<file path="config.mk">
export PLATFORM = sky130hd
export DESIGN_NAME = arithmetic_range_encoder
export DESIGN_NICKNAME = d
export VERILOG_FILES = /design/src/sv/are_pkg.sv /design/src/sv/arithmetic_range_encoder.sv /design/src/sv/are_ctrl.sv /design/src/sv/are_dpath.sv
export VERILOG_INCLUDE_DIRS = /design/src /design/src/sv
export SDC_FILE = /design/constraint.sdc
export NUM_CORES = 2
export LEC_CHECK = 0
export BUFFER_PORTS_ARGS = -buffer_cell sky130_fd_sc_hd__buf_4
export CORE_AREA = 2 2 251 253
export DETAILED_ROUTE_END_ITERATION = 12
export DIE_AREA = 0 0 253 255
export SLEW_MARGIN = 20
export SYNTH_ARGS = -nofsm -noshare
export SYNTH_HDL_FRONTEND = slang
export SYNTH_HIERARCHICAL = 1
export SYNTH_SLANG_ARGS = --single-unit
</file>
<file path="constraint.sdc">
create_clock -name clock -period 10 [get_ports clock]
set_input_delay 1 -clock clock [delete_from_list [all_inputs] [get_ports clock]]
set_output_delay 1 -clock clock [all_outputs]
set_load 0.05 [all_outputs]
</file>
<file path="src/sv/arithmetic_range_encoder_assert.svh">
// assertion macros for the arithmetic range encoder
`ifndef ARITHMETIC_RANGE_ENCODER_ASSERT_SVH
`define ARITHMETIC_RANGE_ENCODER_ASSERT_SVH

`ifndef SYNTHESIS

`define ARE_ASSERT_IMP(name, clk, rst, ante, cons) \
   name: assert property (@(posedge clk) disable iff (rst) (ante) |-> (cons)) \
      else $error("assertion failed: implication");

`define ARE_ASSERT_NXT(name, clk, rst, ante, cons) \
   name: assert property (@(posedge clk) disable iff (rst) (ante) |=> (cons)) \
      else $error("assertion failed: next cycle");

`else

`define ARE_ASSERT_IMP(name, clk, rst, ante, cons)

`define ARE_ASSERT_NXT(name, clk, rst, ante, cons)

`endif

`endif

</file>
<file path="src/sv/are_pkg.sv">
// shared types and constants of the arithmetic range encoder
`default_nettype none

package are_pkg;

   localparam int SCALE_W    = 14;
   localparam int COUNT_W    = 14;
   localparam int CODE_W     = 16;
   localparam int FOLLOW_W   = 16;
   localparam int RANGE_W    = CODE_W + 1;
   localparam int DIVIDEND_W = 30;
   localparam int REM_W      = SCALE_W;
   localparam int DIV_STEPS  = DIVIDEND_W;
   localparam int DIV_CNT_W  = 5;

   localparam int CODE_MSB  = CODE_W - 1;
   localparam int UNDER_BIT = CODE_W - 2;

   localparam logic [SCALE_W-1:0]  SCALE_RESET = 14'h3fff;
   localparam logic [CODE_W-1:0]   LOW_RESET   = 16'h0000;
   localparam logic [CODE_W-1:0]   HIGH_RESET  = 16'hffff;
   localparam logic [FOLLOW_W-1:0] FOLLOW_MAX  = 16'hffff;
   localparam logic [CODE_W-1:0]   UNDER_MASK  = 16'h4000;
   localparam logic [DIV_CNT_W-1:0] DIV_LAST_CNT = DIV_CNT_W'(DIV_STEPS - 1);

   localparam logic KIND_ENCODE = 1'b0;
   localparam logic KIND_FLUSH  = 1'b1;

   typedef enum logic [4:0] {
      ST_IDLE = 5'b00001,
      ST_DIV  = 5'b00010,
      ST_UPD  = 5'b00100,
      ST_REN  = 5'b01000,
      ST_FIN  = 5'b10000
   } state_type;

   typedef struct packed {
      logic mul_load;
      logic div_step;
      logic bounds_load;
      logic ren_step;
      logic flush_load;
      logic out_push;
      logic out_last;
   } cmd_type;

   typedef struct packed {
      logic scale_zero;
      logic div_last;
      logic ren_emit;
      logic ren_under;
      logic hold_valid;
      logic out_free;
   } status_type;

endpackage

`default_nettype wire

</file>
<file path="src/sv/arithmetic_range_encoder.sv">
// top level of the 16-bit arithmetic range encoder
// The encoder takes one word at a time. An encode word narrows the coding
// interval by its cumulative counts over the total scale held in the csr
// register and then renormalizes, giving up to sixteen result words, each a
// code bit plus the number of inverted copies that follow it; rsp_last marks
// the final word of an input. An encode word passes through a multiply, the
// two bit-serial dividers run side by side, one bound update, then one
// renormalization shift at a time, which waits while the hold and output
// registers are full, and a closing state. A flush word loads its result and
// closes. An encode word with a zero scale is dropped. The next word is
// accepted once the last result of the previous one has moved into the output
// register.
`default_nettype none

`include "arithmetic_range_encoder_assert.svh"

module arithmetic_range_encoder
   import are_pkg::*;
(
   input  wire logic                clock,
   input  wire logic                reset,
   input  wire logic                csr_write_enable,
   input  wire logic [SCALE_W-1:0]  csr_write_data,
   input  wire logic                req_valid,
   output logic                     req_ready,
   input  wire logic                req_kind,
   input  wire logic [COUNT_W-1:0]  req_low_count,
   input  wire logic [COUNT_W-1:0]  req_high_count,
   output logic                     rsp_valid,
   input  wire logic                rsp_ready,
   output logic                     rsp_code_bit,
   output logic [FOLLOW_W-1:0]      rsp_follow_count,
   output logic                     rsp_last
);

   cmd_type    ctl_cmd;
   status_type dp_status;

   are_ctrl u_ctrl (
      .clock     (clock),
      .reset     (reset),
      .req_valid (req_valid),
      .req_ready (req_ready),
      .req_kind  (req_kind),
      .status    (dp_status),
      .cmd       (ctl_cmd)
   );

   are_dpath u_dpath (
      .clock            (clock),
      .reset            (reset),
      .csr_write_enable (csr_write_enable),
      .csr_write_data   (csr_write_data),
      .req_low_count    (req_low_count),
      .req_high_count   (req_high_count),
      .cmd              (ctl_cmd),
      .status           (dp_status),
      .rsp_valid        (rsp_valid),
      .rsp_ready        (rsp_ready),
      .rsp_code_bit     (rsp_code_bit),
      .rsp_follow_count (rsp_follow_count),
      .rsp_last         (rsp_last)
   );

   // result moves to the output register only when it has room
   `ARE_ASSERT_IMP(a_push_free, clock, reset, ctl_cmd.out_push, dp_status.out_free)

   // hold stage is empty whenever a new word can come in
   `ARE_ASSERT_IMP(a_idle_empty, clock, reset, req_ready, !dp_status.hold_valid)

   // a flush word always leaves a result in the hold stage
   `ARE_ASSERT_NXT(a_flush_hold, clock, reset,
      req_valid && req_ready && req_kind == KIND_FLUSH, dp_status.hold_valid)

   // the last divider step is followed by the bound update
   `ARE_ASSERT_NXT(a_div_upd, clock, reset,
      ctl_cmd.div_step && dp_status.div_last, ctl_cmd.bounds_load)

endmodule

`default_nettype wire

</file>
<file path="src/sv/are_ctrl.sv">
// controller state machine of the arithmetic range encoder
`default_nettype none

module are_ctrl
   import are_pkg::*;
(
   input  wire logic       clock,
   input  wire logic       reset,
   input  wire logic       req_valid,
   output logic            req_ready,
   input  wire logic       req_kind,
   input  wire status_type status,
   output cmd_type         cmd
);

   state_type state_ff;
   state_type state_in;

   always_ff @(posedge clock) begin
      if (reset) begin
         state_ff <= ST_IDLE;
      end else begin
         state_ff <= state_in;
      end
   end

   always_comb begin
      state_in  = state_ff;
      cmd       = '0;
      req_ready = 1'b0;
      case (state_ff)
         ST_IDLE: begin
            req_ready = 1'b1;
            if (req_valid) begin
               if (req_kind == KIND_FLUSH) begin
                  cmd.flush_load = 1'b1;
                  state_in       = ST_FIN;
               end else if (!status.scale_zero) begin
                  cmd.mul_load = 1'b1;
                  state_in     = ST_DIV;
               end
            end
         end
         ST_DIV: begin
            cmd.div_step = 1'b1;
            if (status.div_last) begin
               state_in = ST_UPD;
            end
         end
         ST_UPD: begin
            cmd.bounds_load = 1'b1;
            state_in        = ST_REN;
         end
         ST_REN: begin
            if (status.ren_emit) begin
               if (!status.hold_valid || status.out_free) begin
                  cmd.ren_step = 1'b1;
                  cmd.out_push = status.hold_valid;
               end
            end else if (status.ren_under) begin
               cmd.ren_step = 1'b1;
            end else begin
               state_in = ST_FIN;
            end
         end
         ST_FIN: begin
            if (!status.hold_valid) begin
               state_in = ST_IDLE;
            end else if (status.out_free) begin
               cmd.out_push = 1'b1;
               cmd.out_last = 1'b1;
               state_in     = ST_IDLE;
            end
         end
         default: begin
            state_in = ST_IDLE;
         end
      endcase
   end

endmodule

`default_nettype wire

</file>
<file path="src/sv/are_dpath.sv">
// datapath: bounds, pending count, serial dividers and result registers
`default_nettype none

module are_dpath
   import are_pkg::*;
(
   input  wire logic                clock,
   input  wire logic                reset,
   input  wire logic                csr_write_enable,
   input  wire logic [SCALE_W-1:0]  csr_write_data,
   input  wire logic [COUNT_W-1:0]  req_low_count,
   input  wire logic [COUNT_W-1:0]  req_high_count,
   input  wire cmd_type             cmd,
   output status_type               status,
   output logic                     rsp_valid,
   input  wire logic                rsp_ready,
   output logic                     rsp_code_bit,
   output logic [FOLLOW_W-1:0]      rsp_follow_count,
   output logic                     rsp_last
);

   logic [SCALE_W-1:0]    scale_ff, scale_in;
   logic [CODE_W-1:0]     low_ff, low_in;
   logic [CODE_W-1:0]     high_ff, high_in;
   logic [FOLLOW_W-1:0]   pend_ff, pend_in;
   logic [DIVIDEND_W-1:0] dq_h_ff, dq_h_in, dq_l_ff, dq_l_in;
   logic [REM_W-1:0]      rem_h_ff, rem_h_in, rem_l_ff, rem_l_in;
   logic [DIV_CNT_W-1:0]  cnt_ff, cnt_in;
   logic                  hold_valid_ff, hold_valid_in;
   logic                  hold_bit_ff, hold_bit_in;
   logic [FOLLOW_W-1:0]   hold_follow_ff, hold_follow_in;
   logic                  out_valid_ff, out_valid_in;
   logic                  out_bit_ff, out_bit_in;
   logic [FOLLOW_W-1:0]   out_follow_ff, out_follow_in;
   logic                  out_last_ff, out_last_in;

   logic [RANGE_W-1:0]    range_w;
   logic [DIVIDEND_W-1:0] prod_h, prod_l;
   logic [REM_W:0]        trial_h, trial_l, scale_ext;
   logic                  ge_h, ge_l;
   logic                  emit, under;
   logic [FOLLOW_W-1:0]   pend_inc;
   logic [CODE_W-1:0]     low_m, high_m;

   // multiply the range by the high and low counts at accept
   assign range_w = {1'b0, high_ff - low_ff} + RANGE_W'(1);
   assign prod_h  = DIVIDEND_W'(range_w * req_high_count);
   assign prod_l  = DIVIDEND_W'(range_w * req_low_count);

   // restoring division step, one quotient bit per cycle
   assign scale_ext = {1'b0, scale_ff};
   assign trial_h   = {rem_h_ff, dq_h_ff[DIVIDEND_W-1]};
   assign trial_l   = {rem_l_ff, dq_l_ff[DIVIDEND_W-1]};
   assign ge_h      = trial_h >= scale_ext;
   assign ge_l      = trial_l >= scale_ext;

   assign emit  = high_ff[CODE_MSB] == low_ff[CODE_MSB];
   assign under = !emit && low_ff[UNDER_BIT] && !high_ff[UNDER_BIT];

   assign pend_inc = (pend_ff == FOLLOW_MAX) ? FOLLOW_MAX : pend_ff + FOLLOW_W'(1);
   assign low_m    = under ? (low_ff & ~UNDER_MASK) : low_ff;
   assign high_m   = under ? (high_ff | UNDER_MASK) : high_ff;

   always_comb begin
      scale_in       = csr_write_enable ? csr_write_data : scale_ff;
      low_in         = low_ff;
      high_in        = high_ff;
      pend_in        = pend_ff;
      dq_h_in        = dq_h_ff;
      dq_l_in        = dq_l_ff;
      rem_h_in       = rem_h_ff;
      rem_l_in       = rem_l_ff;
      cnt_in         = cnt_ff;
      hold_valid_in  = hold_valid_ff;
      hold_bit_in    = hold_bit_ff;
      hold_follow_in = hold_follow_ff;
      out_valid_in   = out_valid_ff && !rsp_ready;
      out_bit_in     = out_bit_ff;
      out_follow_in  = out_follow_ff;
      out_last_in    = out_last_ff;

      if (cmd.mul_load) begin
         dq_h_in  = prod_h;
         dq_l_in  = prod_l;
         rem_h_in = '0;
         rem_l_in = '0;
         cnt_in   = '0;
      end
      if (cmd.div_step) begin
         dq_h_in  = {dq_h_ff[DIVIDEND_W-2:0], ge_h};
         dq_l_in  = {dq_l_ff[DIVIDEND_W-2:0], ge_l};
         rem_h_in = ge_h ? REM_W'(trial_h - scale_ext) : trial_h[REM_W-1:0];
         rem_l_in = ge_l ? REM_W'(trial_l - scale_ext) : trial_l[REM_W-1:0];
         cnt_in   = cnt_ff + DIV_CNT_W'(1);
      end
      if (cmd.bounds_load) begin
         high_in = low_ff + dq_h_ff[CODE_W-1:0] - CODE_W'(1);
         low_in  = low_ff + dq_l_ff[CODE_W-1:0];
      end
      if (cmd.out_push) begin
         out_valid_in  = 1'b1;
         out_bit_in    = hold_bit_ff;
         out_follow_in = hold_follow_ff;
         out_last_in   = cmd.out_last;
         hold_valid_in = 1'b0;
      end
      if (cmd.ren_step) begin
         if (emit) begin
            hold_valid_in  = 1'b1;
            hold_bit_in    = high_ff[CODE_MSB];
            hold_follow_in = pend_ff;
            pend_in        = '0;
         end else begin
            pend_in = pend_inc;
         end
         low_in  = {low_m[CODE_W-2:0], 1'b0};
         high_in = {high_m[CODE_W-2:0], 1'b1};
      end
      if (cmd.flush_load) begin
         hold_valid_in  = 1'b1;
         hold_bit_in    = low_ff[UNDER_BIT];
         hold_follow_in = pend_inc;
         low_in         = LOW_RESET;
         high_in        = HIGH_RESET;
         pend_in        = '0;
      end
   end

   always_ff @(posedge clock) begin
      if (reset) begin
         scale_ff      <= SCALE_RESET;
         low_ff        <= LOW_RESET;
         high_ff       <= HIGH_RESET;
         pend_ff       <= '0;
         hold_valid_ff <= 1'b0;
         out_valid_ff  <= 1'b0;
      end else begin
         scale_ff      <= scale_in;
         low_ff        <= low_in;
         high_ff       <= high_in;
         pend_ff       <= pend_in;
         hold_valid_ff <= hold_valid_in;
         out_valid_ff  <= out_valid_in;
      end
   end

   always_ff @(posedge clock) begin
      dq_h_ff        <= dq_h_in;
      dq_l_ff        <= dq_l_in;
      rem_h_ff       <= rem_h_in;
      rem_l_ff       <= rem_l_in;
      cnt_ff         <= cnt_in;
      hold_bit_ff    <= hold_bit_in;
      hold_follow_ff <= hold_follow_in;
      out_bit_ff     <= out_bit_in;
      out_follow_ff  <= out_follow_in;
      out_last_ff    <= out_last_in;
   end

   always_comb begin
      status.scale_zero = scale_ff == '0;
      status.div_last   = cnt_ff == DIV_LAST_CNT;
      status.ren_emit   = emit;
      status.ren_under  = under;
      status.hold_valid = hold_valid_ff;
      status.out_free   = !out_valid_ff || rsp_ready;
   end

   assign rsp_valid        = out_valid_ff;
   assign rsp_code_bit     = out_bit_ff;
   assign rsp_follow_count = out_follow_ff;
   assign rsp_last         = out_last_ff;

endmodule

`default_nettype wire

</file>
# Word-level counts from Yosys, hierarchy flattened
# Cells that the tools add are included.
# op_classes
order_cmp	2
muxes	58
addsub	9
n_reduce_logical	20
n_eq_ne	14
multipliers	2
# ops
operator	n
2-to-1 mux 16 bit	9
2-to-1 mux 30 bit	4
2-to-1 mux 14 bit	5
multiplier 17 x 14 -> 30 bit	2
2-to-1 mux 5 bit	10
adder 16 bit	2
>= comparator 15 x 14 -> 1 bit	2
2-to-1 mux 15 bit	2
subtractor 14 bit	2
one-hot mux 5 bit (5 select lines)	1
2-to-1 mux 1 bit	24
adder 16 x 1 -> 17 bit, second input constant	1
adder 16 x 1 -> 16 bit, second input constant	1
== test 16 bit, second input constant	1
subtractor 16 x 1 -> 16 bit, second input constant	1
subtractor 16 bit	1
logical NOT 14 bit	1
== test 5 bit, second input constant	2
inequality test 2 bit, second input constant	4
nonzero test 2 bit	4
inequality test 3 bit, second input constant	2
AND reduction 6 bit	1
adder 5 x 1 -> 5 bit, second input constant	1
== test 5 x 1 -> 1 bit, second input constant	1
12 further kinds	21
# totals
reg_bits	197
out_inout_bits	20
wordCells	124

# Depth between registers and ports, before layout
# logic_depth
depth_word	10
mapped_depth	36

# Modules after synthesis
# Netlist, hierarchy kept.
# by_module_without_submodules
mod	cells_each	area_each_um2	n_inst
are_dpath	3017	27213.6	1
are_ctrl	48	355.3	1

# Worst setup path before layout
# No wires, ideal clock.
# synth_path
kind	reg-to-reg
startpoint	register u_dpath.high_ff[0]
endpoint	register u_dpath.dq_h_ff[29] (data pin)
path_stages_with_launch	34
arrival_time_ps	8730
setup_slack_ps	1006
t_required_ps	9736
setup_ps	264
path_cell_list	dfxtp_1 inv_1 ha_1 fa_1 nand2b_1 a211o_1 nand3_1 xor2_1 nand4b_4 or3_4 nor2_1 xor2_1 buf_2 nand2_1 fa_1 fa_1 fa_1 inv_1 fa_1 fa_1 inv_1 fa_1 inv_1 ha_1 a21o_1 a21o_1 a2111oi_0 a31oi_1 a311o_1 o31ai_1 o21ai_0 a31oi_1 xnor2_1 o21ai_1
# synth_via
elab_chain_len	5
# synth_lines
element	line	text
from (decl)	are_dpath.sv:24	logic [CODE_W-1:0] high_ff, high_in;
from (signal assigned)	are_dpath.sv:140	high_ff <= high_in;
subtractor 16 bit	are_dpath.sv:46	assign range_w = {1'b0, high_ff - low_ff} + RANGE_W'(1);
adder 16 x 1 -> 17 bit	are_dpath.sv:46	
multiplier 17 x 14 -> 30 bit	are_dpath.sv:47	assign prod_h = DIVIDEND_W'(range_w * req_high_count);
2-to-1 mux 30 bit	are_dpath.sv:82	if (cmd.mul_load) begin
2-to-1 mux 30 bit	are_dpath.sv:89	if (cmd.div_step) begin
named net u_dpath.dq_h_in[29]	are_dpath.sv:26	logic [DIVIDEND_W-1:0] dq_h_ff, dq_h_in, dq_l_ff, dq_l_in;
to (signal assigned)	are_dpath.sv:148	dq_h_ff <= dq_h_in;
to (decl)	are_dpath.sv:26	
# The timed path passes the listed nets, and every way through them passes these cells. The select of a mux whose other input is x is not followed.
# A chain may end at the register's enable or synchronous reset.

# Worst setup path after layout
# Ends and elaborated chain as after synthesis.

==> out/summary.log <==
qor: synth.synth_ff_type sky130_fd_sc_hd__edfxtp_1
qor: die.design.die.area 64500 sq um
qor: cts.tritoncts done
qor: die.fp.dieH 255 um
qor: cts.clockRootBuffer sky130_fd_sc_hd__clkbuf_16
qor: die.placement_rows 92
qor: drt.drc_errors 0
qor: worst_setup_path.cp_data_required_time 10.23 ns
qor: die.core_area 62200 sq um
qor: synth.synth.cell_area 27600 sq um
qor: min_path.hold_class flop to flop
qor: drt.ant_nets 0
qor: synth.synthesized_area_per_cell 8.99 sq um
qor: synth.yosys_warnings 6
qor: placed_design.place.detailed.hpwl 52100 um
qor: global_routing.number_of_antenna_violations_at_the_first_check_in_global_routing 2
qor: global_routing.grt_pass1_wl 110000 um
qor: sta.finalMaxSlewViolations 0
qor: worst_setup_path.crit_fanout 7
qor: finish.final_core_util 0.478
qor: finish.synthToLayoutAreaGrowth 7.67%
qor: die.pin_count 68
qor: synth.synth_enable_flop_cells 128
qor: cts.ctsLongestPathBuffers 2
qor: sta.finalClockSkew 0.0114 ns
qor: cts.clock-sinks 197
qor: worst_setup_path.crit_type flop to flop
qor: cts.cts.hold.buffers_added 0
qor: global_routing.via_count_of_the_first_global_routing_pass 21.6k
qor: synth.yosys.area_share.xor_xnor 0.0391
qor: sta.finalHoldViolations 0
qor: sta.fin_tns_setup 0 ns
qor: sta.period_minus_slack 9.48 ns
qor: synth.postSynthRegisterBits 197
qor: power_and_ir_drop.power.leakage 0.0143 uW
qor: drt.dr_total_vias 21.0k
qor: global_routing.grtUsageTotal 0.215
qor: cts.cts_inserted_buffers 17
qor: synth.ys_async_sr_fraction 0
qor: finish.design.final.nets 3741
qor: worst_setup_path.critPathMaxStageDelay 0.57 ns
qor: sta.setup-violations-final 0
qor: synth.post_synth_num_cell_types 81
qor: worst_setup_path.cp-end-kind flop
qor: global_routing.grt_max_degree 63
qor: worst_setup_path.startpoint_type flop
qor: drt.wl 67300 um
qor: synth.yosys.area_share.adder 0.383
qor: cts.path_clk_slew 0.09 ns
qor: sta.final_min_period_over_clock_period 0.948
qor: drt.drt-pass1-iter-count 7
qor: sta.tightestPinTransition 1.04 ns
qor: sta.finalHoldWorstSlack 0.424 ns
qor: synth.synth-simple-area-share 0.169
qor: cts.cts-htree-levels 4
qor: placed_design.worst_slack_after_detailed_placement 0.216 ns
qor: placed_design.io_buffer_count 67
qor: die.die_x_extent 253 um
qor: worst_setup_path.critical-path-slowest-cell sky130_fd_sc_hd__fa_1
qor: synth.yosysSeqAreaShare 0.190
qor: drt.via_per_inst 5.42
qor: synth.synthesis.nets 3743
qor: drt.drt-wirelength-per-cell 17.4 um
qor: run_status.run_status finished clean
qor: cts.clock_latency 0.49 ns
qor: synth.synth_compound_gate_area_share 0.117
qor: sta.final.setup.worst_slack 0.517 ns
qor: job.number_of_max_cap_violations 0
qor: sta.clock.fmax 0.105 GHz
qor: finish.final_layout_size_suffix_gt1_frac 0.0660
qor: worst_setup_path.worst_path_most_repeated_cell sky130_fd_sc_hd__fa_1
qor: worst_setup_path.worst-r2r-setup-slack 0.52 ns
qor: die.initial_core_util 0.444
qor: placed_design.gp_congestion 0.867
qor: synth.number_of_cells_produced_by_synthesis 3065
qor: synth.synth.mux.area_fraction 0.0139
qor: sta.max_slew_margin 0.303
qor: global_routing.globalRouteOverflowTotal 0
qor: drt.detail_route.iter0.violations 1057
qor: power_and_ir_drop.irDropWorstVdd 90.3 uV
qor: finish.antenna-diode-count 0
qor: worst_setup_path.worst-endpoint-arrival 9.71 ns
qor: synth.largest_family_of_logic_cells_by_synthesized_area adder cells
qor: power_and_ir_drop.power-per-cell-area 68.8 nW/um^2
## final timing paths
path,end,depth (start not counted),startpoint
setup / recovery,u_dpath/dq_h_ff[29]$_DFFE_PP_,32,u_dpath/high_ff[0]$_SDFFE_PP1P_
hold / removal,u_dpath/rsp_follow_count[7]$_DFFE_PP_,0,u_dpath/hold_follow_ff[7]$_DFFE_PP_
setup reg to reg,u_dpath/dq_h_ff[29]$_DFFE_PP_,32,u_dpath/high_ff[0]$_SDFFE_PP1P_
hold reg to reg,u_dpath/rsp_follow_count[7]$_DFFE_PP_,0,u_dpath/hold_follow_ff[7]$_DFFE_PP_
## per-stage QoR
step,power (uW),area [sq um],std cells
CTS,2070,29600,3870
global placement,1290,28900,3838
detailed placement,1290,28900,3838
finish,2040,29700,3875
global route,2140,29700,3875
floorplan,1180,27600,3065
## flip-flops by register name, summed over array words and instances (netlist names)
signal and cells:
u_ctrl/state_ff 5, u_dpath/cnt_ff 5, u_dpath/dq_h_ff 30, u_dpath/dq_l_ff 30, u_dpath/high_ff 16, u_dpath/hold_bit_ff 1
u_dpath/hold_follow_ff 16, u_dpath/hold_valid_ff 1, u_dpath/low_ff 16, u_dpath/pend_ff 16, u_dpath/rem_h_ff 14, u_dpath/rem_l_ff 14
u_dpath/rsp_code_bit 1, u_dpath/rsp_follow_count 16, u_dpath/rsp_last 1, u_dpath/rsp_valid 1, u_dpath/scale_ff 14
## critical path: cells and delay by family (launching register included)
family / cells / cell delay, ns
xor gates and xnor gates: 3 / 0.81
DFF: 1 / 0.35
and+or+nand+nor: 6 / 1.33
buffers and inverters: 4 / 0.20
AOI/OAI and AO/OA: 10 / 2.53
adders and majority gates: 9 / 3.99
## Yosys cell counts (12+ instances only)
| master | n | area (sq um) |
|---|---|---|
| sky130_fd_sc_hd__clkbuf_1 | 104 | 390 |
| sky130_fd_sc_hd__nor2b_1 | 17 | 106 |
| sky130_fd_sc_hd__a211oi_1 | 37 | 278 |
| sky130_fd_sc_hd__inv_1 | 513 | 1930 |
| sky130_fd_sc_hd__nand4_1 | 12 | 75.1 |
| sky130_fd_sc_hd__a211o_1 | 13 | 114 |
| sky130_fd_sc_hd__edfxtp_1 | 128 | 3840 |
| sky130_fd_sc_hd__a21oi_1 | 113 | 566 |
| sky130_fd_sc_hd__o21a_1 | 14 | 105 |
| sky130_fd_sc_hd__o31ai_1 | 13 | 97.6 |
| sky130_fd_sc_hd__a22o_1 | 14 | 123 |
| sky130_fd_sc_hd__nor3_1 | 23 | 115 |
| sky130_fd_sc_hd__fa_1 | 357 | 7150 |
| sky130_fd_sc_hd__a31oi_1 | 25 | 156 |
| sky130_fd_sc_hd__dfxtp_1 | 69 | 1380 |
| sky130_fd_sc_hd__nand3_1 | 40 | 200 |
| sky130_fd_sc_hd__a21o_1 | 46 | 345 |
| sky130_fd_sc_hd__mux2i_1 | 27 | 270 |
| sky130_fd_sc_hd__nand2b_1 | 27 | 169 |
| sky130_fd_sc_hd__and2_1 | 229 | 1430 |
| sky130_fd_sc_hd__nor2_1 | 112 | 420 |
| sky130_fd_sc_hd__ha_1 | 273 | 3420 |
| sky130_fd_sc_hd__o21ai_0 | 121 | 606 |
| sky130_fd_sc_hd__xnor2_1 | 71 | 622 |
| sky130_fd_sc_hd__o211ai_1 | 29 | 218 |
| sky130_fd_sc_hd__xor2_1 | 44 | 385 |
| sky130_fd_sc_hd__nand2_1 | 409 | 1540 |
| sky130_fd_sc_hd__and3_1 | 24 | 150 |
## layer usage
| layer | up-vias | part of all wire | GRT usage |
|---|---|---|---|
| met2 | 423 | 0.49 | 0.371 |
| met4 | 2 | 0.019 | 0.0558 |
| met3 | 83 | 0.041 | 0.0293 |
| met1 | 10500 | 0.45 | 0.285 |
| li1 | 9964 | - | - |
| met5 | - | 0.00019 | 0 |
## logic make-up after synthesis
kind of cell,after synthesis
fa+ha+maj,630
simple gates,949
compound gates,494
xor+xnor,119
buf+inv,639
mux,37
flops,197
## power by group
part | switching [uW] | internal [uW] | total (uW)
Combinational | 221 | 134 | 355
Clock | 405 | 359 | 764
Sequential | 19.7 | 902 | 922
## placed cells by master (no fill, tap or decap), types with 29 or more instances in the layout
| cell | count |
|---|---|
| sky130_fd_sc_hd__a211oi_1 | 37 |
| sky130_fd_sc_hd__a21o_1 | 46 |
| sky130_fd_sc_hd__a21oi_1 | 112 |
| sky130_fd_sc_hd__and2_1 | 228 |
| sky130_fd_sc_hd__buf_4 | 105 |
| sky130_fd_sc_hd__dfxtp_1 | 69 |
| sky130_fd_sc_hd__edfxtp_1 | 128 |
| sky130_fd_sc_hd__fa_1 | 357 |
| sky130_fd_sc_hd__ha_1 | 273 |
| sky130_fd_sc_hd__inv_1 | 513 |
| sky130_fd_sc_hd__nand2_1 | 409 |
| sky130_fd_sc_hd__nand3_1 | 40 |
| sky130_fd_sc_hd__nor2_1 | 111 |
| sky130_fd_sc_hd__o211ai_1 | 29 |
| sky130_fd_sc_hd__o21ai_0 | 121 |
| sky130_fd_sc_hd__xnor2_1 | 61 |
| sky130_fd_sc_hd__xor2_1 | 41 |
## repair_timing
action,in CTS,in global routing
gates resized for setup,0,5
setup endpoints to repair,0,4
setup buffers,0,5
## area by class of cell
cell class / instances / area [sq um]
Clock buffer: 17 / 425
Clock inverter: 15 / 234
Fill cell: 5915 / 32500
Inverter: 513 / 1930
Multi-Input combinational cell: 2229 / 20100
Sequential cell: 197 / 5230
Tap cell: 799 / 1000
Timing Repair Buffer: 105 / 788
(Power assumes the default switching activity.)
